<file path="src/design/cdsp_pkg.sv">
// ----------------------------------------------------------------------------
// cdsp_pkg
// shared types and codes of the strided, zero-padded 2d convolution block
// ----------------------------------------------------------------------------
package cdsp_pkg;

    localparam int OUT_W = 37;

    localparam logic [1:0] REQ_FILTER  = 2'd0;
    localparam logic [1:0] REQ_PIXEL   = 2'd1;
    localparam logic [1:0] REQ_COMPUTE = 2'd2;

    localparam logic [1:0] CFG_FILTER_SIZE = 2'd0;
    localparam logic [1:0] CFG_STRIDE      = 2'd1;
    localparam logic [1:0] CFG_PADDING     = 2'd2;
    localparam logic [1:0] CFG_IMAGE_SIZE  = 2'd3;

    localparam logic [2:0] RST_FILTER_SIZE = 3'd3;
    localparam logic [3:0] RST_STRIDE      = 4'd1;
    localparam logic [1:0] RST_PADDING     = 2'd0;
    localparam logic [6:0] RST_IMAGE_SIZE  = 7'd32;

    typedef struct packed {
        logic [7:0] n;
        logic [3:0] f;
        logic [3:0] stride;
        logic [1:0] pad;
    } geom_t;

    typedef struct packed {
        logic clear;
        logic issue;
        logic inbound;
    } mac_ctl_t;

    typedef struct packed {
        logic valid;
        logic bad;
    } fin_t;

endpackage

</file>
<file path="src/design/cdsp_mac.sv">
// ----------------------------------------------------------------------------
// cdsp_mac
// shared multiply-accumulate: product register, then accumulator
// ----------------------------------------------------------------------------
module cdsp_mac #(
    parameter int PIX_W = 16,
    parameter int ACC_W = 40
) (
    input  logic                    aclk,
    input  logic                    aresetn,
    input  cdsp_pkg::mac_ctl_t      ctl,
    input  logic signed [PIX_W-1:0] pixel,
    input  logic signed [15:0]      tap,
    output logic signed [ACC_W-1:0] acc
);
    import cdsp_pkg::*;

    localparam int PROD_W = PIX_W + 16;

    logic                     issue_d1_reg;
    logic                     inb_d1_reg;
    logic signed [PROD_W-1:0] prod_reg;
    logic signed [PROD_W-1:0] prod_next;
    logic signed [ACC_W-1:0]  acc_reg;
    logic signed [ACC_W-1:0]  acc_next;

    // operands arrive in the cycle after the address, with the ram read
    always_ff @(posedge aclk) begin
        if (!aresetn) begin
            issue_d1_reg <= 1'b0;
            inb_d1_reg   <= 1'b0;
        end else begin
            issue_d1_reg <= ctl.issue;
            inb_d1_reg   <= ctl.inbound;
        end
    end

    always_comb begin
        prod_next = '0;
        if (!ctl.clear && issue_d1_reg && inb_d1_reg) begin
            prod_next = pixel * tap;
        end
        acc_next = ctl.clear ? '0 : acc_reg + ACC_W'(prod_reg);
    end

    always_ff @(posedge aclk) begin
        prod_reg <= prod_next;
        acc_reg  <= acc_next;
    end

    assign acc = acc_reg;

endmodule

</file>
<file path="config.mk">
export PLATFORM = sky130hd
export DESIGN_NAME = cdsp_mac
export DESIGN_NICKNAME = d
export VERILOG_FILES = /design/src/design/cdsp_pkg.sv /design/src/design/cdsp_mac.sv
export SDC_FILE = /design/constraint.sdc
export NUM_CORES = 1
export LEC_CHECK = 0
export CAP_MARGIN = 20
export CORE_MARGIN = 4
export CORE_UTILIZATION = 65
export DETAILED_ROUTE_END_ITERATION = 12
export DONT_BUFFER_PORTS = 1
export PLACE_DENSITY = 0.81
export SETUP_SLACK_MARGIN = 0.15
export SLEW_MARGIN = 20
export SYNTH_ARGS = -nofsm -noshare
export SYNTH_HDL_FRONTEND = slang
export SYNTH_SLANG_ARGS = --single-unit
</file>
<file path="constraint.sdc">
create_clock -name aclk -period 9.8 [get_ports aclk]
set_clock_uncertainty 0.15 [all_clocks]
set_input_delay 0.98 -clock aclk [delete_from_list [all_inputs] [get_ports aclk]]
set_output_delay 0.98 -clock aclk [all_outputs]
set_load 0.03 [all_outputs]
</file>
Word-level counts from Yosys, hierarchy flattened. Index checks and enable logic that the tools add are counted.

Bits in latches: 0. Memories: 0. Input port bits: 37. Logic and storage cells: 9. Flip-flop bits (word level): 74. Bits in writable memories: 0. Memory bits (read-only): 0.

Shift operators: 0. Bitwise operators: 0. Multiply operators: 1. Div/mod/pow operators: 0. Reductions and logical operators: 3. Magnitude comparators: 0. Add/sub/neg operators: 1. Mux-type cells: 0. Equal/unequal tests: 0.

Operators with widths (number): 40-bit adder (1); 16-bit by 16-bit multiplier with 32-bit output (1); 1-bit logical AND (2); 1-bit logical NOT (1).

Longest topological paths before layout.
Depth in word-level cells: 3. Mapped depth: 24. Mapped depth without buffers: 22.

Worst setup path after synthesis. Ideal clock, no wire load.

Path type: input port to flip-flop. Start: input tap[7]. End: register prod_reg[30]. Cell stages on the path: 23. Required time: 9535 ps. Path slack: 3179 ps. Arrival time: 6357 ps. Path through: clkbuf_1 -> nand2_1 -> fa_1 -> inv_1 -> fa_1 -> inv_1 -> fa_1 -> inv_1 -> fa_1 -> fa_1 -> inv_1 -> fa_1 -> inv_1 -> ha_1 -> buf_2 -> and4_1 -> a211o_2 -> nor3_4 -> o311ai_4 -> o41ai_4 -> o21ai_2 -> xnor2_1 -> nor2_1.

Word-level cells in the longest chain between the ends: 1.

Ends and longest elaborated chain: from (decl) (RTL line cdsp_mac.sv:13) `input logic signed [15:0] tap,`; 16-bit by 16-bit multiplier with 32-bit output (RTL line cdsp_mac.sv:41) `prod_next = pixel * tap;`; to (signal assigned) (RTL line cdsp_mac.sv:47) `prod_reg <= prod_next;`; to (decl) (RTL line cdsp_mac.sv:22) `logic signed [PROD_W-1:0] prod_reg;`.

No other way between the ends. A chain may end at the register's enable or synchronous reset.

Worst setup path after layout.
Start: input tap[15]. End: register prod_reg[29].

The elaborated chain is that of the path after synthesis.

==> out/results.txt <==
PostCTS Resize Cnt = 0
Unique masters post-synth = 69
Worst endpoint data arrival time = 6.48 ns
RD Place Congestion = 0.908
CTS Hold Bufs = 0
Crit-path max FO = 14
Setup TNS = 0 ns
HP Start = prod_reg[0]
Largest net degree at the start of global routing = 47
Detail Route Antenna Nets = 0
Endpoint class of the critical path = flip-flop
Clk Latency, worst-skew pair = 0.33 ns
Share of cells above drive strength 1 = 2.74%
Tot GR Track Use = 26.9%
Worst Hold Path Cells = 2
CTS Sinks = 74
Async set-or-reset flop fraction in the synthesized netlist = 0%
Final Setup Violations = 0
Final Slew Violations = 0
Flops & latches, synth = 74
Max reg flops = 40
Status = finished, final reports clean
RSZ-0062 raised after global routing = no
I/O pin count = 77
Chip height = 154 µm
Worst Path Required = 9.85 ns
Post-Syn Instances = 1532
Critical Path Start Type = input port
Ys flop type = dfxtp_1
Worst-Margin Slew = 0.570 ns
Final wirelength = 30.9 mm
First-pass GRT wire length = 51.8 mm
Netlist Area Pre-Place = 13800 µm²
Core Box Area = 21000 µm²
Worst R2R Path Depth = 12
Vias in the first global route = 10700
Seq/Total Area, Yosys = 10.7%
DIE WIDTH = 154 µm
Initial Utilization = 66.0%
Worst-path clk slew = 0.06 ns
Via-per-instance ratio = 5.75
Post-DP HPWL = 25.8 mm
Hold Path Sink = acc[0]
Hold Path Class = flip-flop to flip-flop
Post-DR wirelength/cell = 17.4 µm
Ys Warns = 0
Number of buffers created by CTS = 9
Root buf cell = clkbuf_16
IO buf count = 0
Avg Inst Size Synth = 9.03 µm²
Clock Tree Buf Depth = 2
Number of diodes = 0
Final hold viol count = 0
R2r startpoint = acc[0]
Iteration-0 DRC Markers = 697
Max_cap viols = 0
Die area = 23700 µm²
Post-synth EDFFs = 0
Flop-to-flop setup slack = 6.28 ns
Slew headroom = 61.6%
Setup CP Type = input port to flip-flop
Period Utilization, post-route = 65.6%
Pre-Repair DR Iteration Count = 5
Final net count = 1914
CTS tree = done
GRT overflow = 0
Residual DRC = 0
Reg2reg end = acc[36]
Syn Nets = 1953
FP Rows = 53
Max Fclk = 156 MHz
H-Tree Depth = 3
Post-layout min period = 6.43 ns
Routed via count = 10200
Post-CTS setup buffer count = 0
Initial antenna violation count = 0
Synth-to-layout area growth = 3.03%
## cells by family (layout without fill, tap and decap cells)
logic type               after synthesis  count (layout)  share of synthesized area, %
AND/OR/NAND/NOR                      469             469                          16.7
adder cells (fa/ha/maj)              384             384                          49.0
buffers and inverters                343             309                          9.49
AO/OA/AOI/OAI                        195             195                          9.79
flip-flops                            74              74                          10.7
XOR/XNOR                              65              65                          4.12
multiplexers                           2               2                         0.163
## layer usage
layer / GRT usage [%] / part of all wire (%)
met1: 35.1 / 40
met2: 46.7 / 51
met3: 4.64 / 5.9
met4: 7.70 / 3.1
met5: 0 / 0
## worst max-delay path, cell delays in order
cell,delay [ns]
inv_1,0.35
nor2_1,0.12
fa_1,0.52
fa_1,0.43
fa_1,0.51
fa_1,0.43
fa_1,0.49
inv_1,0.04
fa_1,0.47
inv_1,0.04
ha_1,0.38
and4_1,0.26
nand2_2,0.10
o31ai_1,0.50
o41a_1,0.28
o21ai_1,0.16
o21ai_0,0.24
xnor2_1,0.14
nor2_1,0.06
## per-stage QoR
stage,hold slack (ns),cell area (µm²),setup slack [ns],instances,utilization [%]
floorplan,0.374,13800,3.18,1532,-
global placement,0.441,14000,3.14,1757,66.6
detailed placement,0.464,14000,3.06,1757,66.6
CTS,0.480,14300,3.40,1773,68.0
global route,0.481,14300,3.09,1773,68.0
finish,0.469,14300,3.37,1773,68.0
## cells in the mapped netlist (all sizes together), types with 4 or more instances
library cell    n  area [µm²]
inv           293        1100
fa            263        5270
nand2         158         598
and2          131         821
ha            121        1510
nor2          100         375
dfxtp          74        1480
a21oi          56         303
clkbuf         43         173
o21ai          42         214
xnor2          34         298
xor2           31         272
a21o           26         196
nor3           15        86.3
a211oi         14         105
nand2b         14        87.6
nand3          13        65.1
a31oi           8        50.1
buf             7        40.0
nor2b           7        43.8
o211ai          7        52.6
nor4            6        58.8
o21a            6        46.3
o21bai          6        45.0
and3            5        31.3
nor3b           5        37.5
a21boi          4        30.0
nand4           4        25.0
## cell type report
cell class | count | area [µm²]
multi-input combinational | 1115 | 11000
fill | 1677 | 6700
sequential | 74 | 1480
inverter | 293 | 1100
tap | 275 | 344
clock buffer | 10 | 239
clock inverter | 6 | 48.8
## layout by cell type, fill, tap and decap left out, types with 25 or more instances in the layout
cell type	instances
a21o_1	25
xnor2_1	34
dfxtp_1	74
fa_1	263
o21ai_0	37
nor2_1	100
inv_1	293
ha_1	121
nand2_1	156
xor2_1	31
a21oi_1	54
and2_1	130
## worst max path at each step
stage	startpoint	endpoint	slack, ns
after CTS	tap[4]	prod_reg[30]	3.40
after global routing	tap[15]	prod_reg[29]	3.09
after floorplan	tap[7]	prod_reg[30]	3.18
final	tap[15]	prod_reg[29]	3.37
after global placement	tap[4]	prod_reg[30]	3.14
after detailed placement	tap[4]	prod_reg[30]	3.06
Power is left out: the tool's default activity adds up to more than one toggle a clock period on the data nets, which glitch-free logic cannot reach.
