===== src/design/cdsp_ram.sv =====
// ----------------------------------------------------------------------------
// cdsp_ram
// single write port, single read port ram with registered read data
// ----------------------------------------------------------------------------
module cdsp_ram #(
    parameter int WIDTH = 16,
    parameter int DEPTH = 64
) (
    input  logic                     aclk,
    input  logic                     we,
    input  logic [$clog2(DEPTH)-1:0] waddr,
    input  logic [WIDTH-1:0]         wdata,
    input  logic [$clog2(DEPTH)-1:0] raddr,
    output logic [WIDTH-1:0]         rdata
);

    logic [WIDTH-1:0] mem [DEPTH];
    logic [WIDTH-1:0] rdata_reg;

    always_ff @(posedge aclk) begin
        if (we) begin
            mem[waddr] <= wdata;
        end
        rdata_reg <= mem[raddr];
    end

    assign rdata = rdata_reg;

endmodule


===== config.mk =====
export PLATFORM = sky130hd
export DESIGN_NAME = cdsp_ram
export DESIGN_NICKNAME = d
export VERILOG_FILES = /design/src/design/cdsp_ram.sv
export SDC_FILE = /design/constraint.sdc
export NUM_CORES = 1
export LEC_CHECK = 0
export BUFFER_PORTS_ARGS = -buffer_cell sky130_fd_sc_hd__buf_2
export CELL_PAD_IN_SITES_DETAIL_PLACEMENT = 1
export CELL_PAD_IN_SITES_GLOBAL_PLACEMENT = 2
export CORE_MARGIN = 2
export CORE_UTILIZATION = 54
export DETAILED_ROUTE_END_ITERATION = 10
export PLACE_DENSITY = 0.84
export RECOVER_POWER = 25
export SLEW_MARGIN = 20
export SYNTH_ARGS = -nofsm -noshare
export SYNTH_HDL_FRONTEND = slang
export SYNTH_SLANG_ARGS = --single-unit

===== constraint.sdc =====
create_clock -name aclk -period 6.2 [get_ports aclk]
set_input_delay 0.62 -clock aclk [delete_from_list [all_inputs] [get_ports aclk]]
set_output_delay 0.62 -clock aclk [all_outputs]
set_load 0.1 [all_outputs]

# After elaboration in Yosys (flattened, before gate mapping)
# Memories as Yosys holds them, arrays and structs flattened. A register that Yosys moved wholly into a read port is not among the register bits.
# Cells that the tools add are included.
[classes]
add_sub_neg = 0
multipliers = 0
n_div = 0
n_lt_le_gt_ge = 0
eq_ne = 0
shifts = 0
mux = 2
bitwise = 0
reduce_logical = 0
[op_table]
columns = ["operator", "n"]
rows = [
  ["$mux W1", 2],
]
[totals]
ff_bits = 0
latch_bits = 0
ramBits = 1024
mem_bits_ro = 0
output_inout_bits = 16
wordCells = 3
memories = 1
[memory_table]
columns = ["memory", "words", "width", "read_ports", "rd_ports_with_merged_regs", "wr", "line", "source"]
rows = [
  ["mem", 64, 16, 1, 1, 1, "17", "logic [WIDTH-1:0] mem [DEPTH];"],
]

# Longest topological paths before layout
[depth]
word_depth = 2
ltp_mapped = 10

# Worst setup path before layout
# OpenSTA, ideal clock, no wires.
[synth_timing]
path_type = "input to register"
start = "in waddr[3]"
end = "mem mem[48][0] (enable)"
setup_ps = 409
arrival_time_ps = 2246
t_required_ps = 5791
path_slack_ps = 3545
stages = 4
path_buffers = 1
path_cell_list = "clkbuf_1 > nor2b_1 > nand4b_1 > nor3_1"
[synth_rtl]
columns = ["element", "line", "source"]
rows = [
  ["start: declaration", "11", "input logic [$clog2(DEPTH)-1:0] waddr,"],
  ["end: declaration", "17", ""],
]
# No word-level cell before the write port.

# Worst setup path in the final report
[layout_timing]
start = "in wdata[15]"
end = "mem mem[52][15] (data pin)"
[layout_rtl]
columns = ["element", "line", "source"]
rows = [
  ["start: declaration", "12", "input logic [WIDTH-1:0] wdata,"],
]
# No word-level cell before the write port.

==> impl_metrics.toml <==
[status]
outcome = "complete, but fails checks"
violations = "capacitance limit, slew limit"

[cells_and_area]
seqCellArea_um2 = 31100
count_of_fill_cells_added_during_filler_insertion = 5944
utilization = 0.609
nNetsFinal = 1991
multi_input_area_um2 = 8280
drive_gt1_frac = 0.259
largest_reg_flops = 1024
synthToLayoutAreaGrowth_pct = 11.4

[clocking]
hold_buffers = 0
post-cts-setup-buffer-count = 0
cts.htree.levels = 3
clock_sinks = 1040
cts_resized = 0
path_clk_slew_ps = 60
cts-root-buf = "sky130_fd_sc_hd__clkbuf_16"
cts_tree = "yes"
cts_buffers = 102
max-clock-path-buffers = 3
clock_latency_ps = 660

[sta]
report.final.hold_viol_count = 0
transition_time_of_the_tightest_slew_check_pin_ps = 3630
final-max-slew-violation-count = 910
totalNegativeSetupSlack_ps = 0
max-slew-margin-rel = -1.42
timing.fmax_ghz = 0.295
final_critical_path_setup_slack_ps = 2810
setup_viol = 0
final.setup_skew_ps = 28.3
fin_crit_ps = 3390
rsz0062_at_grt = "false"
worst_case_hold_slack_ps = 480
min_period_over_period = 0.546

[global_routing]
antenna_found_initial = 2
grtUsageMet1 = 0.377
via_count_of_the_first_global_routing_pass = 20700
overflow = 0
grt_use_met2 = 0.434
maximum_number_of_pins_on_one_net_before_global_route_repair = 92
met3_usage = 0.0495
grt_util_all_layers = 0.270
global_route_wire_length_before_repair_um = 148000
globalRoute.busiestLayer = "met2"

[flow_run]
max_cap_viol_count = 14

[worst_setup_path]
end_kind = "register"
critPathArrivalTime_ps = 3310
timing.critical_path.buf_inv = 2
max_stage_delay_ps = 2490
worst_ep_required_time_ps = 6130
reg2reg_from = "mem[60][15]$_DFFE_PP_"
crit_start = "wdata[15]"
critical_path.cell_chain = "buf_2, clkbuf_1"
path_max_fanout = 64
cpLargestDelayFamily = "buffers and inverters"
worst-setup-path-type = "in -> reg"
critical_path_launch_point_type = "input pin"
slowest_stage_cell_on_the_critical_path = "sky130_fd_sc_hd__clkbuf_1"

[drt]
drt_iter0_drc = 2270
route.detailed.vias_per_inst = 6.54
ant_nets = 0
routedWlPerCell_um = 33.7
wl_um = 101000
drc = 0
via_count = 19700
total_iterations_of_the_first_detailed_routing_run = 5

[worst_hold_path]
worst_hold_startpoint = "raddr[5]"
hp-class = "in -> reg"

[logic_synthesis]
synth_cell_types = 43
synth_seq_cells = 1040
mappedNetlistNets = 1859
yosysSeqAreaShare = 0.776
synthCells = 1829
synth-main-ff-cell = "sky130_fd_sc_hd__edfxtp_1"
yosys_warnings = 0
postSynth.asyncResetShare = 0
post_syn_area_per_cell_um2 = 21.9
synth_area_um2 = 40000
synth_enable_flop_cells = 1024

[placement]
numPortBuffers = 45
hpwlAfterDp_um = 58700
place.gp.congestion = 0.836
post-place-ws_ps = 2530

[power_and_ir_drop]
clock_power_share = 0.404
switching_pwr_mw = 3.20
vdd_drop_max_v = 0.000287
power_report.internal_total_mw = 11.3
sw_frac_of_total = 0.220
power_density_nw_per_um2 = 325
total_leakage_power_nw = 14.1
seq_power_share = 0.540
p_total_mw = 14.5
share_comb_of_total_power = 0.056

[die]
initial_cell_density_of_the_core = 0.547
fp.dieW_um = 276
die_outline_area_um2 = 76300
core.rowCount = 99
io_pins = 46
floorplan.core_area_um2 = 73200
die_ht_um = 276
## synthesized netlist by cell type, types with 2 or more instances
cell / instances / area [um2]
sky130_fd_sc_hd__a211o_1: 8 / 70.1
sky130_fd_sc_hd__a211oi_1: 8 / 60.1
sky130_fd_sc_hd__a21oi_1: 17 / 85.1
sky130_fd_sc_hd__a221o_1: 6 / 60.1
sky130_fd_sc_hd__a221oi_1: 16 / 140
sky130_fd_sc_hd__a22o_1: 6 / 52.6
sky130_fd_sc_hd__a22oi_1: 39 / 293
sky130_fd_sc_hd__a311oi_1: 8 / 70.1
sky130_fd_sc_hd__a31oi_1: 8 / 50.1
sky130_fd_sc_hd__a41oi_1: 5 / 43.8
sky130_fd_sc_hd__and2_1: 2 / 12.5
sky130_fd_sc_hd__and4_1: 5 / 43.8
sky130_fd_sc_hd__buf_1: 3 / 11.3
sky130_fd_sc_hd__buf_12: 5 / 100
sky130_fd_sc_hd__buf_2: 36 / 180
sky130_fd_sc_hd__buf_4: 13 / 97.6
sky130_fd_sc_hd__buf_6: 17 / 191
sky130_fd_sc_hd__buf_8: 3 / 45.0
sky130_fd_sc_hd__clkbuf_1: 24 / 90.1
sky130_fd_sc_hd__clkbuf_2: 2 / 10.0
sky130_fd_sc_hd__dfxtp_1: 16 / 320
sky130_fd_sc_hd__edfxtp_1: 1024 / 30700
sky130_fd_sc_hd__mux2_2: 27 / 304
sky130_fd_sc_hd__mux2i_1: 85 / 851
sky130_fd_sc_hd__mux4_1: 4 / 105
sky130_fd_sc_hd__mux4_2: 220 / 4950
sky130_fd_sc_hd__nand2_1: 59 / 221
sky130_fd_sc_hd__nand2b_1: 3 / 18.8
sky130_fd_sc_hd__nand3_1: 24 / 120
sky130_fd_sc_hd__nand3b_1: 2 / 15.0
sky130_fd_sc_hd__nand4_1: 12 / 75.1
sky130_fd_sc_hd__nor2_1: 72 / 270
sky130_fd_sc_hd__nor2_2: 2 / 12.5
sky130_fd_sc_hd__nor2b_1: 30 / 188
sky130_fd_sc_hd__nor3_1: 2 / 10.0
sky130_fd_sc_hd__nor4_2: 3 / 37.5
sky130_fd_sc_hd__o21ai_0: 5 / 25.0
sky130_fd_sc_hd__o21ai_1: 3 / 15.0
## final cells by class
class / count / area share
Sequential cell: 1040 / 0.696
Multi-Input combinational cell: 685 / 0.186
Clock buffer: 140 / 0.0641
Tap cell: 959 / 0.0269
Timing Repair Buffer: 132 / 0.0202
Clock inverter: 49 / 0.00673
Antenna cell: 2 / 0.000112
## through the flow
| step | cells | area [um2] |
|---|---|---|
| 3_5_place_dp | 2816 | 41500 |
| 2_1_floorplan | 1829 | 40000 |
| 5_1_grt | 3005 | 44600 |
| 6_report | 3007 | 44600 |
| 4_1_cts | 3005 | 44700 |
| 3_3_place_gp | 2816 | 41500 |
## metal layers
metal  vias to the layer above  part of all wire
met4                         4             0.034
met3                       193             0.087
met1                     10600              0.39
met5                         -           0.00024
li1                       7949                 -
met2                       955              0.49
## worst reg2reg max path, cell delays in order, from the launching register on
cell and delay, ps:
sky130_fd_sc_hd__edfxtp_1 370, sky130_fd_sc_hd__mux4_2 480, sky130_fd_sc_hd__mux2_2 300, sky130_fd_sc_hd__a221oi_1 910, sky130_fd_sc_hd__a311oi_1 100
## power by group through the flow
stage          logic, mW  clock network, mW  registers [mW]
2_1_floorplan      0.403                  0            8.05
4_1_cts            0.823               5.93            7.82
6_report           0.813               5.86            7.84
3_5_place_dp       0.818                  0            7.97
5_1_grt            0.854               6.17            7.84
3_3_place_gp       0.791                  0            7.97
## worst paths after layout
path | end | depth (start not counted) | slack [ps]
worst max-delay path | mem[52][15]$_DFFE_PP_ | 2 | 2810
worst min-delay path | rdata[3]$_DFF_P_ | 3 | 480
worst max register to register | rdata[15]$_DFF_P_ | 4 | 3870
worst min register to register | rdata[4]$_DFF_P_ | 3 | 910
## cell usage in the layout (no fill, tap or decap), types with 27 or more instances in the layout
master	n
sky130_fd_sc_hd__edfxtp_1	1024
sky130_fd_sc_hd__mux4_2	220
sky130_fd_sc_hd__clkbuf_16	105
sky130_fd_sc_hd__mux2i_1	85
sky130_fd_sc_hd__buf_4	70
sky130_fd_sc_hd__nor2_1	68
sky130_fd_sc_hd__nand2_1	59
sky130_fd_sc_hd__buf_2	41
sky130_fd_sc_hd__a22oi_1	39
sky130_fd_sc_hd__clkbuf_1	39
sky130_fd_sc_hd__nor2b_1	27
sky130_fd_sc_hd__mux2_2	27
## logic make-up after synthesis
logic type / count (synthesis) / share of synthesized area
buf+inv: 104 / 0.0183
mux: 336 / 0.155
flops: 1040 / 0.776
compound gates: 129 / 0.0241
simple gates: 220 / 0.0265
Power figures use the tool's default switching activity.
