<file path="config.mk">
export PLATFORM = sky130hd
export DESIGN_NAME = cdsp_seq
export DESIGN_NICKNAME = d
export VERILOG_FILES = /design/src/design/cdsp_pkg.sv /design/src/design/cdsp_seq.sv
export SDC_FILE = /design/constraint.sdc
export NUM_CORES = 1
export LEC_CHECK = 0
export BUFFER_PORTS_ARGS = -buffer_cell sky130_fd_sc_hd__buf_2
export CORE_MARGIN = 2
export CORE_UTILIZATION = 60
export DETAILED_ROUTE_END_ITERATION = 16
export PLACE_DENSITY = 0.81
export SKIP_CTS_REPAIR_TIMING = 1
export SLEW_MARGIN = 20
export SYNTH_ARGS = -nofsm -noshare
export SYNTH_HDL_FRONTEND = slang
export SYNTH_SLANG_ARGS = --single-unit
</file>
<file path="constraint.sdc">
create_clock -name aclk -period 5.2 [get_ports aclk]
set_input_delay 0.52 -clock aclk [delete_from_list [all_inputs] [get_ports aclk]]
set_output_delay 0.52 -clock aclk [all_outputs]
set_load 0.005 [all_outputs]
</file>
<file path="src/design/cdsp_pkg.sv">
// ----------------------------------------------------------------------------
// cdsp_pkg
// shared types and codes of the strided, zero-padded 2d convolution block
// ----------------------------------------------------------------------------
package cdsp_pkg;

    localparam int OUT_W = 37;

    localparam logic [1:0] REQ_FILTER  = 2'd0;
    localparam logic [1:0] REQ_PIXEL   = 2'd1;
    localparam logic [1:0] REQ_COMPUTE = 2'd2;

    localparam logic [1:0] CFG_FILTER_SIZE = 2'd0;
    localparam logic [1:0] CFG_STRIDE      = 2'd1;
    localparam logic [1:0] CFG_PADDING     = 2'd2;
    localparam logic [1:0] CFG_IMAGE_SIZE  = 2'd3;

    localparam logic [2:0] RST_FILTER_SIZE = 3'd3;
    localparam logic [3:0] RST_STRIDE      = 4'd1;
    localparam logic [1:0] RST_PADDING     = 2'd0;
    localparam logic [6:0] RST_IMAGE_SIZE  = 7'd32;

    typedef struct packed {
        logic [7:0] n;
        logic [3:0] f;
        logic [3:0] stride;
        logic [1:0] pad;
    } geom_t;

    typedef struct packed {
        logic clear;
        logic issue;
        logic inbound;
    } mac_ctl_t;

    typedef struct packed {
        logic valid;
        logic bad;
    } fin_t;

endpackage

</file>
<file path="src/design/cdsp_seq.sv">
// ----------------------------------------------------------------------------
// cdsp_seq
// request sequencer: map bound check and filter tap walk with address gen
// ----------------------------------------------------------------------------
module cdsp_seq #(
    parameter int MAX_IMAGE  = 64,
    parameter int MAX_FILTER = 7
) (
    input  logic                                aclk,
    input  logic                                aresetn,
    input  logic                                start,
    input  logic [6:0]                          row,
    input  logic [6:0]                          col,
    input  cdsp_pkg::geom_t                     geom,
    input  logic                                out_free,
    output logic                                idle,
    output logic [2*$clog2(MAX_IMAGE)-1:0]      img_raddr,
    output logic [2*((MAX_FILTER > 1) ? $clog2(MAX_FILTER) : 1)-1:0] flt_raddr,
    output cdsp_pkg::mac_ctl_t                  mac_ctl,
    output cdsp_pkg::fin_t                      fin
);
    import cdsp_pkg::*;

    localparam int CW = $clog2(MAX_IMAGE);
    localparam int FW = (MAX_FILTER > 1) ? $clog2(MAX_FILTER) : 1;

    typedef enum logic [4:0] {
        ST_IDLE   = 5'b00001,
        ST_CHECK  = 5'b00010,
        ST_WALK   = 5'b00100,
        ST_DRAIN  = 5'b01000,
        ST_FINISH = 5'b10000
    } state_t;

    state_t         state_reg, state_next;
    logic [10:0]    org_r_reg, org_r_next;
    logic [10:0]    org_c_reg, org_c_next;
    logic [FW-1:0]  k_reg, k_next;
    logic [FW-1:0]  q_reg, q_next;
    logic           drain_reg, drain_next;
    logic           bad_reg, bad_next;

    logic [12:0]    ir;
    logic [12:0]    ic;
    logic [11:0]    limit;
    logic           fit_r;
    logic           fit_c;
    logic           inb;
    logic           k_last;
    logic           q_last;

    always_comb begin
        ir     = {2'b00, org_r_reg} + 13'(k_reg) - 13'(geom.pad);
        ic     = {2'b00, org_c_reg} + 13'(q_reg) - 13'(geom.pad);
        limit  = 12'(geom.n) + 12'({geom.pad, 1'b0});
        fit_r  = ({1'b0, org_r_reg} + 12'(geom.f)) <= limit;
        fit_c  = ({1'b0, org_c_reg} + 12'(geom.f)) <= limit;
        inb    = !ir[12] && !ic[12] && (ir[11:0] < 12'(geom.n)) && (ic[11:0] < 12'(geom.n));
        k_last = 4'(k_reg) == (geom.f - 4'd1);
        q_last = 4'(q_reg) == (geom.f - 4'd1);
    end

    always_comb begin
        state_next = state_reg;
        org_r_next = org_r_reg;
        org_c_next = org_c_reg;
        k_next     = k_reg;
        q_next     = q_reg;
        drain_next = drain_reg;
        bad_next   = bad_reg;
        mac_ctl    = '0;
        fin        = '0;
        case (state_reg)
            ST_IDLE: begin
                if (start) begin
                    org_r_next = 11'(row) * 11'(geom.stride);
                    org_c_next = 11'(col) * 11'(geom.stride);
                    state_next = ST_CHECK;
                end
            end
            ST_CHECK: begin
                mac_ctl.clear = 1'b1;
                k_next        = '0;
                q_next        = '0;
                if (fit_r && fit_c) begin
                    bad_next   = 1'b0;
                    state_next = ST_WALK;
                end else begin
                    bad_next   = 1'b1;
                    state_next = ST_FINISH;
                end
            end
            ST_WALK: begin
                mac_ctl.issue   = 1'b1;
                mac_ctl.inbound = inb;
                if (q_last) begin
                    q_next = '0;
                    k_next = k_reg + FW'(1);
                    if (k_last) begin
                        drain_next = 1'b0;
                        state_next = ST_DRAIN;
                    end
                end else begin
                    q_next = q_reg + FW'(1);
                end
            end
            ST_DRAIN: begin
                drain_next = 1'b1;
                if (drain_reg) begin
                    state_next = ST_FINISH;
                end
            end
            ST_FINISH: begin
                fin.valid = out_free;
                fin.bad   = bad_reg;
                if (out_free) begin
                    state_next = ST_IDLE;
                end
            end
            default: begin
                state_next = ST_IDLE;
            end
        endcase
    end

    always_ff @(posedge aclk) begin
        if (!aresetn) begin
            state_reg <= ST_IDLE;
            drain_reg <= 1'b0;
            bad_reg   <= 1'b0;
        end else begin
            state_reg <= state_next;
            drain_reg <= drain_next;
            bad_reg   <= bad_next;
        end
    end

    always_ff @(posedge aclk) begin
        org_r_reg <= org_r_next;
        org_c_reg <= org_c_next;
        k_reg     <= k_next;
        q_reg     <= q_next;
    end

    assign idle      = (state_reg == ST_IDLE);
    assign img_raddr = {ir[CW-1:0], ic[CW-1:0]};
    assign flt_raddr = {k_reg, q_reg};

endmodule

</file>
== Word-level counts from Yosys, hierarchy flattened ==
Cells that the tools add are included.

* $add $sub $neg: 10
* Multiply operators: 2
* $lt $le $gt $ge: 4
* Equal/unequal tests: 12
* Mux-type cells: 18
* Reductions and logical operators: 12

{| class="wikitable"
|+ Operators by type and width
! kind !! number
|-
| $mux W5 || 6
|-
| $sub A12 B2 Y13 || 2
|-
| $pmux W5 S5 || 1
|-
| $add A11 B3 Y12 || 2
|-
| $add A11 B4 Y12 || 2
|-
| $le A12 B9 Y1 || 2
|-
| $lt A12 B8 Y1 || 2
|-
| $mul A7 B4 Y11 || 2
|-
| $pmux W3 S2 || 2
|-
| $ne A2 B2 Y1 const B || 5
|-
| $add A8 B3 Y9 || 1
|-
| $eq A3 B4 Y1 || 2
|-
| $add A3 B1 Y3 const B || 2
|-
| $mux W3 || 2
|-
| $eq A5 B1 Y1 const B || 1
|-
| $eq A5 B2 Y1 const B || 1
|-
| $eq A5 B3 Y1 const B || 1
|-
| $eq A5 B4 Y1 const B || 1
|-
| $eq A5 B5 Y1 const B || 1
|-
| $reduce_and A5 Y1 || 1
|-
| $logic_and A1 B1 Y1 || 4
|-
| $mux W1 || 4
|-
| $mux W2 || 2
|-
| $reduce_and A2 Y1 || 2
|-
| other kinds (5) || 7
|}

* Register bits: 35
* Input bits: 36
* Output and inout bits: 24
* Word-level logic and storage cells: 65

== Depth between registers and ports, before layout ==
Gate-level depths: netlist of run 1.

* Depth after elaboration: 7
* Mapped depth: 20
* Gate-level depth less buffers: 20

== Worst setup path before layout of run 1 ==
No wires, ideal clock.

* Path type: in2out
* Start point: input geom[1] (netlist name)
* End point: output mac_ctl[0] (netlist name)
* Data arrival time: 4260 ps
* Data required time: 4680 ps
* Path slack: 420 ps
* Cell stages on the path: 18
* Path buffers: 0
* Cells stage by stage: fa_1 inv_1 ha_1 a211oi_1 nor2_1 or4_1 o2111ai_1 nor2b_1 xnor2_1 ha_1 a22o_1 nor4_1 o2111ai_1 a2111oi_4 nand4_1 nor3_2 nand4_1 a2111oi_2

{| class="wikitable"
|+ RTL lines
! what !! RTL line !! text
|-
| start, declared || cdsp_seq.sv:14 || <nowiki>input cdsp_pkg::geom_t geom,</nowiki>
|-
| end, declared || cdsp_seq.sv:19 || <nowiki>output cdsp_pkg::mac_ctl_t mac_ctl,</nowiki>
|}

==> results.md, run 1 <==
* Status: finished with violations
* Failing checks: setup timing
* CTS Buffer Depth at 2
* # Max-Cap Violations at 0
* Finished Cell Area at 0.00631 mm2
* Layout cells sized above 1 at 13.2%
* Switching Power at 0.000936 W
* Buffers on Ports at 59
* Mapped cell area at 0.00571 mm2
* Setup-failing EPs final at 1
* Netlist cell types at 63
* Commonest non-fill, non-tap cell in the layout: ha_1
* Critical Path AT at 4770 ps
* Initial Util at 61.8%
* Seq/Total Area, Yosys at 17.2%
* Int Pwr at 0.00109 W
* First-pass GRT wire length at 20.6 mm
* Drt drc at 0
* Worst slew pin tran at 900 ps
* #FFs+latches synth at 35
* Placed insts at 845
* Slowest library cell on the worst path: fa_1
* Max VDD drop at 0.000147 V
* CTS sink count at 35
* I/O pins at 60
* Final worst clock skew at 10.4 ps
* Largest net degree at the start of global routing at 23
* Final worst setup slack at -92.9 ps
* 1st-iter DRT viols at 198
* FMAX at 189 MHz
* CTS tree: yes
* Cell row count at 35
* Top_reg_cell synth: edfxtp_1
* Sw Ratio at 46.3%
* Final min period at 5290 ps
* Fillers at 767
* Syn. warnings at 0
* Lkg Pwr at 3.14 nW
* Antenna violations before repair at 0
* Hold crit path type: in2reg
* Gpl congestion at 0.927
* Max Slew Vio Count at 0
* CTS Root Cell: clkbuf_8
* Cell Count, Final, Fillers Out at 856
* Vias at 4,844
* Clk_lat worst skew at 310 ps
* Worst Setup Path Type: reg2out
* Congestion Overflow GR at 0
* Detail Route Antenna Nets at 0
* Drt wl/cell at 14.9 um
* Cell Chain, Critical Path: inv_2, fa_1, inv_1, ha_1, a211oi_2, nor2_1, or4_1, o2111ai_1, nor2b_4, xnor2_1, ha_1, a22o_1, nor4_2, o2111ai_1, a2111oi_4, nand4_1, nor3_2, nand4_1, a2111oi_2, buf_2
* CP peak stage delay at 480 ps
* Area after DPL at 0.00618 mm2
* Post-detail-place hpwl at 10.9 mm
* Crit-path max FO at 2
* Asr flop ratio synth at 0%
* # diodes at 0
* Routed WL at 12.8 mm
* Core box area at 0.00924 mm2
* Tcrit/Tclk final at 102%
* Vias/cell at 5.66
* Total track usage at 24.9%
* Syn-to-layout area delta at 10.5%
* Sequential cell fraction of total power at 21.8%
* Number of synthesized flops with an enable pin at 28
* Mean post-synth cell area at 8.68 um2
* Unrepaired setup endpoints after global routing: true
* Number of buffers created by CTS at 5
* Height of the die at 102 um
* Gate count after technology mapping at 658
* Gate power share at 67.7%
* Post-Syn Nets at 836
* Vias in the first global route at 4,690
* H-Tree Level Count at 2
* Layout Nets at 904
* Worst EP required at 4680 ps
* Commonest cells after routing, fill and taps aside: 115 x ha_1, 92 x inv_1, 60 x nand2_1, 59 x buf_2, 39 x nor2_1
* Clk pin slew, worst setup/hold paths at 80 ps
* Nature of the critical path startpoint: register
* CP endpoint kind: output port
* Die area at 0.0103 mm2
* Slew HR at 40.0%
* Die span in x at 102 um
* Drt pass-1 iters at 5
* Worst reg2reg setup slack at 1470 ps
* Clock network power share at 10.5%
* Final Hold Fails at 0
* PwrDens at 320 mW/mm2
-- per-layer routing --
metal	share of wire, %	wire length (um)	vias up	GRT usage [%]
met5	0	0	-	0
met4	1.9	246	0	7.07
met3	4.3	543	23	2.28
met2	48	6190	129	44.5
met1	45	5790	2281	32.2
li1	-	-	2411	-
-- power by group through the flow --
stage,Clock (W),Combinational [W],Sequential [W]
floorplan,0,0.000992,0.000414
global placement,0,0.00128,0.000442
detailed placement,0,0.00132,0.000444
CTS,0.000212,0.00133,0.000438
global route,0.000220,0.00153,0.000446
finish,0.000213,0.00137,0.000440
-- worst max-delay path, delay by kind of cell, from the launching register on --
kind / cells / cell delay [ps]
flops: 1 / 380
compound gates: 6 / 1300
buf+inv: 3 / 280
simple gates: 7 / 1290
xor+xnor: 1 / 130
fa+ha+maj: 3 / 1070
-- kinds of logic after synthesis --
logic type	synth area share, %
xor+xnor	7.82
fa+ha+maj	34.6
simple gates	18.7
buf+inv	6.92
compound gates	13.9
mux	0.898
flops	17.2
-- worst paths after layout --
| path | from | depth (start not counted) | end |
|---|---|---|---|
| max | org_r_reg[1]$_DFFE_PP_ | 20 | mac_ctl[0] |
| min | aresetn | 2 | state_reg[0]$_SDFFE_PN1P_ |
| max reg2reg | org_r_reg[0]$_DFFE_PP_ | 15 | state_reg[4]$_SDFFE_PN0P_ |
| min reg2reg | bad_reg$_SDFFE_PN0P_ | 1 | bad_reg$_SDFFE_PN0P_ |
-- stage by stage --
stage | worst slack, ps | utilization (%) | hold WS [ps] | TNS, ps | power (W)
6_report | -92.9 | 68.3 | 452 | -92.9 | 0.00202
5_1_grt | -446 | 68.3 | 443 | -446 | 0.00220
4_1_cts | -217 | 67.9 | 446 | -217 | 0.00198
3_5_place_dp | -88.3 | 66.9 | 492 | -88.3 | 0.00177
3_3_place_gp | 81.6 | 66.9 | 469 | 0 | 0.00172
2_1_floorplan | 420 | - | 458 | 0 | 0.00141
-- cells in the mapped netlist, types with 2 or more instances --
master	count	area (um2)
a211oi_1	7	52.6
a21boi_0	3	22.5
a21o_1	13	97.6
a21oi_1	34	170
a31oi_1	3	18.8
and2_1	28	175
and3_1	2	12.5
clkbuf_1	5	18.8
dfxtp_1	7	140
edfxtp_1	28	841
fa_1	27	541
ha_1	115	1440
inv_1	93	349
mux2i_1	4	40.0
nand2_1	60	225
nand2b_1	12	75.1
nand3_1	14	70.1
nand4_1	10	62.6
nor2_1	39	146
nor2b_1	9	56.3
nor3_1	7	35.0
nor4_1	6	37.5
nor4b_1	2	17.5
o2111ai_1	3	26.3
o211ai_1	4	30.0
o21a_1	5	37.5
o21ai_0	21	105
o21ba_2	2	20.0
o21bai_1	4	30.0
o32ai_1	2	17.5
or2_2	2	12.5
or3_1	5	31.3
or4_1	3	22.5
xnor2_1	38	333
xor2_1	13	114
-- layout make-up --
type | instances | area [um2] | share of cell area (%)
Sequential cell | 35 | 981 | 15.5
Timing Repair Buffer | 67 | 355 | 5.63
Multi-Input combinational cell | 523 | 4360 | 69.0
Inverter | 94 | 365 | 5.79
Clock inverter | 3 | 23.8 | 0.377
Clock buffer | 5 | 68.8 | 1.09
Tap cell | 129 | 161 | 2.56
No activity file was read; power rests on OpenSTA's default activity.
==> run 2: changes to the inputs <==
--- a/config.mk
+++ b/config.mk
@@ -9,7 +9,7 @@
 export CORE_MARGIN = 2
 export CORE_UTILIZATION = 60
 export DETAILED_ROUTE_END_ITERATION = 16
-export PLACE_DENSITY = 0.81
+export PLACE_DENSITY = 0.82
 export SKIP_CTS_REPAIR_TIMING = 1
 export SLEW_MARGIN = 20
 export SYNTH_ARGS = -nofsm -noshare
==> run 2 against run 1 <==
Effect of this change:
- the run now ends clean
- highest routed layer unchanged
- total power increased by 1.0%
- worst setup slack improved by 99 ps
- via count is 0.62% lower
- non-clock buffer count is 2 lower
- clock power is 4% lower
==> results.md, run 2 (same netlist as run 1, synthesis figures left out) <==
* Gate power share at 68.5%
* Gpl congestion at 0.906
* Switching Power at 0.000945 W
* Worst EP required at 4680 ps
* CP peak stage delay at 430 ps
* Congestion Overflow GR at 0
* Clk_lat worst skew at 300 ps
* CTS Buffer Depth at 2
* Fillers at 773
* Commonest cells after routing, fill and taps aside: 114 x ha_1, 91 x inv_1, 60 x nand2_1, 59 x buf_2
* Vias/cell at 5.64
* Worst reg2reg path endpoint: state_reg[2]$_SDFFE_PN0P_
* FF/Latch Area at 981 um2
* Buffers on Ports at 59
* FMAX at 193 MHz
* Delay-heaviest family, CP: simple AND/OR/NAND/NOR gates
* Lkg Pwr at 3.14 nW
* Nature of the critical path startpoint: register
* # diodes at 0
* CTS Root Cell: clkbuf_8
* Detail Route Antenna Nets at 0
* Total track usage at 25.7%
* Max Slew Vio Count at 0
* Layout Nets at 902
* Clock network power share at 10.1%
* Drt wl/cell at 15.3 um
* Drt drc at 0
* Height of the die at 102 um
* Bufs and invs on worst path at 3
* Cell Count, Final, Fillers Out at 854
* Setup-failing EPs final at 0
* Final min period at 5190 ps
* PwrDens at 322 mW/mm2
* Largest net degree at the start of global routing at 23
* Post-detail-place hpwl at 11.2 mm
* 1st-iter DRT viols at 251
* Int Pwr at 0.00110 W
* Slew HR at 39.4%
* # Max-Cap Violations at 0
* Initial Util at 61.8%
* Sw Ratio at 46.3%
* CTS sink count at 35
* Hold path cells at 2
* Worst R2R Path Depth at 14
* Max VDD drop at 0.000136 V
* FF-to-FF Start: org_c_reg[0]$_DFFE_PP_
* I/O pins at 60
* Vias in the first global route at 4,855
* Status: finished clean
* Critical Path AT at 4670 ps
* Hold path startpoint: aresetn
* CP endpoint kind: output port
* Cell Chain, Critical Path: inv_1, fa_1, inv_2, ha_4, a211oi_4, nor2_2, or4_4, o2111ai_2, nor2b_4, xnor2_1, ha_1, a22o_1, nor4_2, o2111ai_2, a2111oi_4, nand4_1, nor3_2, nand4_1, a2111oi_2, buf_2
* Slowest library cell on the worst path: fa_1
* Unrepaired setup endpoints after global routing: true
* Routed WL at 13.1 mm
* Crit-path max FO at 2
* Worst Setup Path Type: reg2out
* Core box area at 0.00924 mm2
* Sequential cell fraction of total power at 21.5%
* Tcrit/Tclk final at 99.9%
* H-Tree Level Count at 2
* Antenna violations before repair at 0
* Commonest non-fill, non-tap cell in the layout: ha_1
* Final Hold Fails at 0
* Vias at 4,814
* Number of buffers created by CTS at 5
* First-pass GRT wire length at 21.5 mm
* Placed insts at 844
* Worst slew pin tran at 909 ps
* Fin Hold WS at 455 ps
* Hold crit path type: in2reg
* Die span in x at 102 um
* Drt pass-1 iters at 4
* Die area at 0.0103 mm2
* CTS tree: yes
* Area occupied by multi-input gates at 0.00440 mm2
* Final worst clock skew at 12.7 ps
* Worst reg2reg setup slack at 1490 ps
* Syn-to-layout area delta at 11.0%
* Worst Hold End: state_reg[0]$_SDFFE_PN1P_
* Layout cells sized above 1 at 13.9%
* Clk pin slew, worst setup/hold paths at 80 ps
* Cell row count at 35
run 2: how the worst max path moves through the flow:
stage / startpoint / end / slack, ps / depth (start not counted)
after floorplan: geom[1] / mac_ctl[0] / 420 / 18
after global placement: geom[1] / mac_ctl[0] / 70 / 20
after detailed placement: geom[1] / mac_ctl[0] / -130 / 20
after CTS: k_reg[1]$_SDFFCE_PN0P_ / mac_ctl[0] / -250 / 20
after global routing: k_reg[1]$_SDFFCE_PN0P_ / mac_ctl[0] / -210 / 20
final: k_reg[1]$_SDFFCE_PN0P_ / mac_ctl[0] / 6 / 20
run 2: layer usage:
layer / global-route usage, % / up-vias / wire (um)
met3: 1.73 / 19 / 489
met2: 47.3 / 115 / 6620
li1: - / 2396 / -
met4: 6.13 / 0 / 233
met1: 32.8 / 2284 / 5740
met5: 0 / - / 0
run 2: layout make-up:
type                       instances  share of cell area (%)
inverter                          94                    5.76
sequential                        35                    15.5
clock inverter                     3                   0.375
tap                              129                    2.55
timing repair buffer              65                    5.37
multi-input combinational        523                    69.4
clock buffer                       5                    1.09
run 2: metrics by stage:
stage / power [W] / TNS [ps] / setup slack (ps) / util (%) / instance area [um2]
2_1_floorplan: 0.00141 / 0 / 420 / - / 5710
3_3_place_gp: 0.00172 / 0 / 71.3 / 66.8 / 6170
4_1_cts: 0.00199 / -246 / -246 / 67.8 / 6260
6_report: 0.00204 / 0 / 6.30 / 68.6 / 6340
5_1_grt: 0.00223 / -210 / -210 / 68.6 / 6340
3_5_place_dp: 0.00177 / -131 / -131 / 66.8 / 6170
run 2: power by group through the flow:
stage | clock, W | sequential (W) | combinational (W)
global route | 0.000216 | 0.000445 | 0.00157
floorplan | 0 | 0.000414 | 0.000992
global placement | 0 | 0.000441 | 0.00128
CTS | 0.000207 | 0.000437 | 0.00134
detailed placement | 0 | 0.000442 | 0.00133
finish | 0.000205 | 0.000439 | 0.00140
